$ cat config.mk
export PLATFORM = sky130hd
export DESIGN_NAME = gcc_ctrl
export DESIGN_NICKNAME = d
export VERILOG_FILES = /design/src/rtl/gcc_pkg.sv /design/src/rtl/gcc_ctrl.sv
export SDC_FILE = /design/constraint.sdc
export NUM_CORES = 1
export LEC_CHECK = 0
export BUFFER_PORTS_ARGS = -buffer_cell sky130_fd_sc_hd__clkbuf_2
export CAP_MARGIN = 20
export CELL_PAD_IN_SITES_DETAIL_PLACEMENT = 1
export CELL_PAD_IN_SITES_GLOBAL_PLACEMENT = 1
export CORE_AREA = 2 2 39 41
export CTS_BUF_LIST = sky130_fd_sc_hd__clkbuf_4 sky130_fd_sc_hd__clkbuf_8 sky130_fd_sc_hd__clkbuf_16
export CTS_CLUSTER_SIZE = 40
export DETAILED_ROUTE_END_ITERATION = 6
export DIE_AREA = 0 0 41 43
export PLACE_DENSITY_LB_ADDON = 0.15
export SLEW_MARGIN = 10
export SYNTH_ARGS = -nofsm -noshare
export SYNTH_HDL_FRONTEND = slang
export SYNTH_SLANG_ARGS = --single-unit
export TNS_END_PERCENT = 10
$ cat constraint.sdc
create_clock -name clk -period 1.03 [get_ports clk]
set_input_delay 0.1545 -clock clk [delete_from_list [all_inputs] [get_ports clk]]
set_output_delay 0.1545 -clock clk [all_outputs]
set_load 0.005 [all_outputs]
$ cat src/rtl/gcc_pkg.sv
// ----------------------------------------------------------------------------
// gcc_pkg
// Shared types, codes and helpers of the graph colouring checker.
// ----------------------------------------------------------------------------
package gcc_pkg;

    localparam int ID_W      = 6;     // node id and colour index width
    localparam int NUM_W     = 7;     // num_nodes register width
    localparam int PAIRS_W   = 7;     // conflict_pairs width
    localparam int CNT_OUT_W = 12;    // width of the shown running totals
    localparam int CNT_OUT_MAX = 4095;
    localparam int NUM_RESET = 64;

    typedef enum logic [1:0] {
        OP_CLEAR = 2'd0,
        OP_EDGE  = 2'd1,
        OP_PLACE = 2'd2,
        OP_CHECK = 2'd3
    } op_t;

    // controller -> datapath
    typedef struct packed {
        logic capture;   // latch input word, issue memory reads
        logic exec;      // first execute step of the latched operation
        logic edge2;     // second row write of add edge
        logic count;     // finish popcount, commit a placement
        logic load;      // move result into the output register
    } gcc_cmd_t;

    // datapath -> controller
    typedef struct packed {
        op_t  op;
        logic oor;
    } gcc_stat_t;

    function automatic logic [3:0] pop8(input logic [7:0] v);
        logic [3:0] cnt;
        cnt = '0;
        for (int i = 0; i < 8; i++)
        begin
            cnt = cnt + 4'(v[i]);
        end
        return cnt;
    endfunction

endpackage

$ cat src/rtl/gcc_ctrl.sv
// ----------------------------------------------------------------------------
// gcc_ctrl
// Sequencer of the checker: one word at a time, holds the result until the
// output register is free.
// ----------------------------------------------------------------------------
module gcc_ctrl
    import gcc_pkg::*;
(
    input  logic      clk,
    input  logic      rst_n,
    input  logic      in_valid,
    output logic      in_stall,
    input  logic      out_stall,
    output logic      out_valid,
    output logic      cfg_ready,
    input  gcc_stat_t stat,
    output gcc_cmd_t  cmd
);

    typedef enum logic [2:0] {
        S_IDLE,
        S_EXEC,
        S_EDGE2,
        S_COUNT,
        S_DONE
    } state_t;

    state_t state_reg, state_next;
    logic   out_valid_reg, out_valid_next;
    logic   out_free;

    assign out_free = !out_valid_reg || !out_stall;

    always_comb
    begin
        cmd         = '0;
        cmd.capture = (state_reg == S_IDLE) && in_valid;
        cmd.exec    = (state_reg == S_EXEC);
        cmd.edge2   = (state_reg == S_EDGE2);
        cmd.count   = (state_reg == S_COUNT);
        cmd.load    = (state_reg == S_DONE) && out_free;
    end

    always_comb
    begin
        state_next = state_reg;
        case (state_reg)
            S_IDLE:
            begin
                if (in_valid)
                    state_next = S_EXEC;
            end
            S_EXEC:
            begin
                case (stat.op)
                    OP_EDGE:  state_next = stat.oor ? S_DONE : S_EDGE2;
                    OP_PLACE: state_next = stat.oor ? S_DONE : S_COUNT;
                    default:  state_next = S_DONE;
                endcase
            end
            S_EDGE2: state_next = S_DONE;
            S_COUNT: state_next = S_DONE;
            S_DONE:
            begin
                if (out_free)
                    state_next = S_IDLE;
            end
            default: state_next = S_IDLE;
        endcase
    end

    always_comb
    begin
        out_valid_next = out_valid_reg;
        if (cmd.load)
            out_valid_next = 1'b1;
        else if (!out_stall)
            out_valid_next = 1'b0;
    end

    always_ff @(posedge clk or negedge rst_n)
    begin
        if (!rst_n)
        begin
            state_reg     <= S_IDLE;
            out_valid_reg <= 1'b0;
        end
        else
        begin
            state_reg     <= state_next;
            out_valid_reg <= out_valid_next;
        end
    end

    assign in_stall  = (state_reg != S_IDLE);
    assign cfg_ready = (state_reg == S_IDLE);
    assign out_valid = out_valid_reg;

endmodule

After elaboration in Yosys (flattened, before gate mapping)
Cells that the tools add are included.
- equal/unequal tests: 9
- muxes and demuxes: 8
- reduce and logical (&&, ||, !) cells: 9
- operator list (operator ; count):
    3-bit 2-to-1 mux ; 4
    3-bit one-hot mux with 4 select lines ; 1
    3-bit by 2-bit == test with 1-bit output (second input constant) ; 2
    3-bit one-hot mux with 2 select lines ; 1
    2-bit inequality test (second input constant) ; 2
    3-bit by 1-bit == test with 1-bit output (second input constant) ; 1
    3-bit == test (second input constant) ; 1
    3-bit logical NOT ; 1
    3-bit nonzero test ; 1
    2-bit by 1-bit == test with 1-bit output (second input constant) ; 1
    2-bit == test (second input constant) ; 1
    1-bit logical AND ; 2
    1-bit logical NOT ; 2
    1-bit 2-to-1 mux ; 2
    2-bit by 1-bit inequality test with 1-bit output (second input constant) ; 1
    2-bit AND reduction ; 1
    2-bit OR reduction ; 1
    1-bit logical OR ; 1
- input bits: 7
- register bits: 4
- logic and storage cells: 28
- output and inout bits: 8

Logic depth before layout (Yosys ltp)
- depth in word-level cells: 4
- gate-level depth with buffers: 5
- mapped depth without buffers: 5

Least setup slack after synthesis
No wires, ideal clock.
- kind: reg2out
- start: register state_reg[0]
- end: output port cmd[0] (netlist bit)
- buffers on the path: 2
- setup slack: 5 ps
- cell stages (with the launch flop): 6
- data required time: 876 ps
- arrival time: 871 ps
- cells stage by stage: dfrtp_1 -> buf_6 -> nor2_1 -> nand2_1 -> a21oi_1 -> buf_4
- RTL lines (what ; RTL line ; text):
    start, declared ; gcc_ctrl.sv:28 ; state_t state_reg, state_next;
    start signal, assigned ; gcc_ctrl.sv:90 ; state_reg <= state_next;
    end, declared ; gcc_ctrl.sv:17 ; output gcc_cmd_t cmd

==> metrics.md <==
| Metric | Value |
|---|---|
| Fin crit share | `128%` |
| Fin cells | `76` |
| HP Class | `in -> reg` |
| Switch share | `35.0%` |
| Pwr dens | `1760 nW/µm²` |
| Port bufs | `14` |
| H-tree depth | `1` |
| Synth area leaders | `dfrtp_1 33%, ha_1 8.4%, buf_6 7.5%` |
| Int Pwr | `631 µW` |
| Starting Density | `21.6%` |
| Layout cells sized above 1 | `about three quarters` |
| Async SR Flop Fraction | `between 90% and 100%` |
| Status | `finished, violations left` |
| Critical Path Fanout Max | `7` |
| Layout area overhead | `84.5%` |
| IO Pins | `15` |
| DRC | `0` |
| Top_reg_cell synth | `dfrtp_1` |
| Synth warnings | `0` |
| Syn Std Cell Area | `about 300 µm²` |
| Final Hold Violating Endpoints | `0` |
| Sink Count | `4` |
| NumNets Final | `71` |
| Arr. time, crit path | `1160 ps` |
| #FFs+latches synth | `4` |
| Clock slew at reported path FFs | `40 ps` |
| NetSw | `341 µW` |
| Number of global-route vias before repair | `370` |
| Simple-Gate Fraction of Synth Area | `27.6%` |
| Worst-Skew Late Latency | `240 ps` |
| Kind of critical path | `reg -> out` |
| Worst Setup End Kind | `output port` |
| Post-Synth XOR/XNOR Area | `0%` |
| Routed Antenna Nets | `0` |
| Placed Cells | `64` |
| Largest register FFs | `3` |
| Main combinational cell family by area after synthesis | `simple AND/OR/NAND/NOR gates` |
| GRT Overall Usage | `between 10% and 20%` |
| Yosys top cell area share | `33.5%` |
| RSZ-0062 raised after global routing | `yes` |
| Max cap viols | `0` |
| Fillers | `about 170` |
| Worst-case clock buffer depth | `2` |
| Sequential area share after synthesis | `33.5%` |
| Sequential share of power | `30.6%` |
| Most frequent cell after synthesis | `dfrtp_1` |
| Mux cell area share after synthesis | `0%` |
| Die width | `41 µm` |
| Dominant cell type by area after synthesis | `dfrtp_1` |
| Gpl congestion | `0.629` |
| Die area | `1760 µm²` |
| First-pass DRT Iterations | `4` |
| VDD IR max | `0.564 mV` |
| First-pass GRT wire length | `1.50 mm` |
| ANT cells | `0` |
| Routed vias | `346` |
| Post-synth EDFFs | `0` |
| Post-Syn Instances | `30` |
| Synth cell count leaders | `4 x dfrtp_1, 3 x inv_1, 3 x nand2_1` |
| Comb pwr share | `48.8%` |
| Clock network power share | `20.6%` |
| DR vias/cell | `4.55` |
| Final Critical Period | `between 1000 and 1500 ps` |
| CP startpoint kind | `register` |
| Leakage | `0.324 nW` |
| Complex-gate fraction of the synthesized area | `16.7%` |
| Mean Syn Cell Area | `9.97 µm²` |
| Final setup viols | `10` |
| TritonCTS clock tree | `built` |
| Initial antenna violation count | `0` |
| Final WL | `roughly 900 µm` |
| Netlist cell types | `18` |
| Chip Height | `43 µm` |
| Worst Setup Slack, final | `-284 ps` |
| Adder-Cell Fraction of Synth Area | `under 10%` |
| Pins Over Slew Limit | `0` |
| CTS buffer count | `3` |
| Worst EP required | `about 880 ps` |
| Clock root buffer | `clkbuf_4` |
| Setup TNS Final | `-2040 ps` |
| DR iter-0 viols | `2` |
| Headroom to the max-slew limit | `85.1%` |
| Std-Cell Rows | `14` |
| Worst-Margin Slew | `around 220 ps` |
| Gr ovfl total | `0` |
| Failing checks | `setup timing` |
| Max Fclk | `761 MHz` |
| Avg WL per Cell | `about 12 µm` |
| Mapped Nets | `39` |
| Core area | `1380 µm²` |
| Largest net degree at the start of global routing | `9` |
| Final Skew | `4.35 ps` |
| Post-DP HPWL | `646 µm` |
## final timing paths
kind / from / endpoint / slack (ps) / cells after the start
worst max-delay path: state_reg[1]$_DFFE_PN0P_ / cmd[3] / -280 / 3
worst max register to register: state_reg[1]$_DFFE_PN0P_ / state_reg[2]$_DFFE_PN0P_ / -130 / 4
worst min register to register: out_valid$_DFFE_PN0P_ / out_valid$_DFFE_PN0P_ / 560 / 2
max in group asynchronous: rst_n / state_reg[1]$_DFFE_PN0P_ / 640 / 2
worst min-delay path: out_stall / out_valid$_DFFE_PN0P_ / 190 / 3
min in group asynchronous: rst_n / state_reg[2]$_DFFE_PN0P_ / 250 / 2
## worst max-delay path, stage by stage (launching register included)
cell and delay [ps]:
dfrtp_2 440, buf_4 160, nor3b_4 190, clkbuf_2 140
## placed cells by master, fill, tap and decap left out, types with 2 or more instances in the layout
cell and instances:
buf_2 2, buf_4 12, buf_6 3, clkbuf_2 12
clkbuf_4 3, dfrtp_2 3, ha_1 2, inv_1 3
nand2_1 2, nor3b_2 2, o211a_1 2
## layer usage
metal	part of all wire, %	global-route usage (%)	vias to the layer above
met5	0	0	-
met4	1.1	12.0	0
met3	3.3	1.57	2
met2	59	22.2	9
met1	36	13.7	171
li1	-	-	164
## kinds of logic after synthesis
family	Yosys count
AO/OA/AOI/OAI	6
adder cells (fa/ha/maj)	2
buffers and inverters	6
flip-flops	4
AND/OR/NAND/NOR	12
## cell type report
| class | instances | area (µm²) | area share (%) |
|---|---|---|---|
| clock buffer | 3 | 22.5 | 4.08 |
| inverter | 3 | 11.3 | 2.04 |
| sequential | 4 | 104 | 18.8 |
| timing repair buffer | 30 | 204 | 37.0 |
| multi-input combinational | 20 | 190 | 34.5 |
| tap | 16 | 20.0 | 3.63 |
## timing repair
action / in CTS / in global routing
pin swaps: 1 / 3
buffers inserted: 6 / 2
gates resized for setup: 10 / 6
hold buffers: 1 / 0
endpoints found under the hold margin: 4 / 0
setup endpoints to repair: 9 / 10
## power by group through the flow
| stage | combinational (mW) | sequential [mW] | clock, mW |
|---|---|---|---|
| 6_report | 0.474 | 0.298 | 0.200 |
| 5_1_grt | 0.530 | 0.307 | 0.226 |
| 2_1_floorplan | 0.257 | 0.229 | 0 |
| 3_5_place_dp | 0.334 | 0.282 | 0 |
| 3_3_place_gp | 0.319 | 0.277 | 0 |
| 4_1_cts | 0.453 | 0.291 | 0.200 |
## stage by stage
step | util [%] | setup WS [ps] | hold WS (ps) | instance area, µm² | power (mW)
4_1_cts | 37.8 | -271 | 192 | 523 | 0.945
2_1_floorplan | - | 4.54 | -141 | 299 | 0.486
3_5_place_dp | 29.7 | -171 | -32.7 | 412 | 0.616
5_1_grt | 39.9 | -353 | 202 | 552 | 1.06
3_3_place_gp | 29.7 | -113 | -39.4 | 412 | 0.596
6_report | 39.9 | -284 | 191 | 552 | 0.972
No activity file was read; power rests on OpenSTA's default activity.
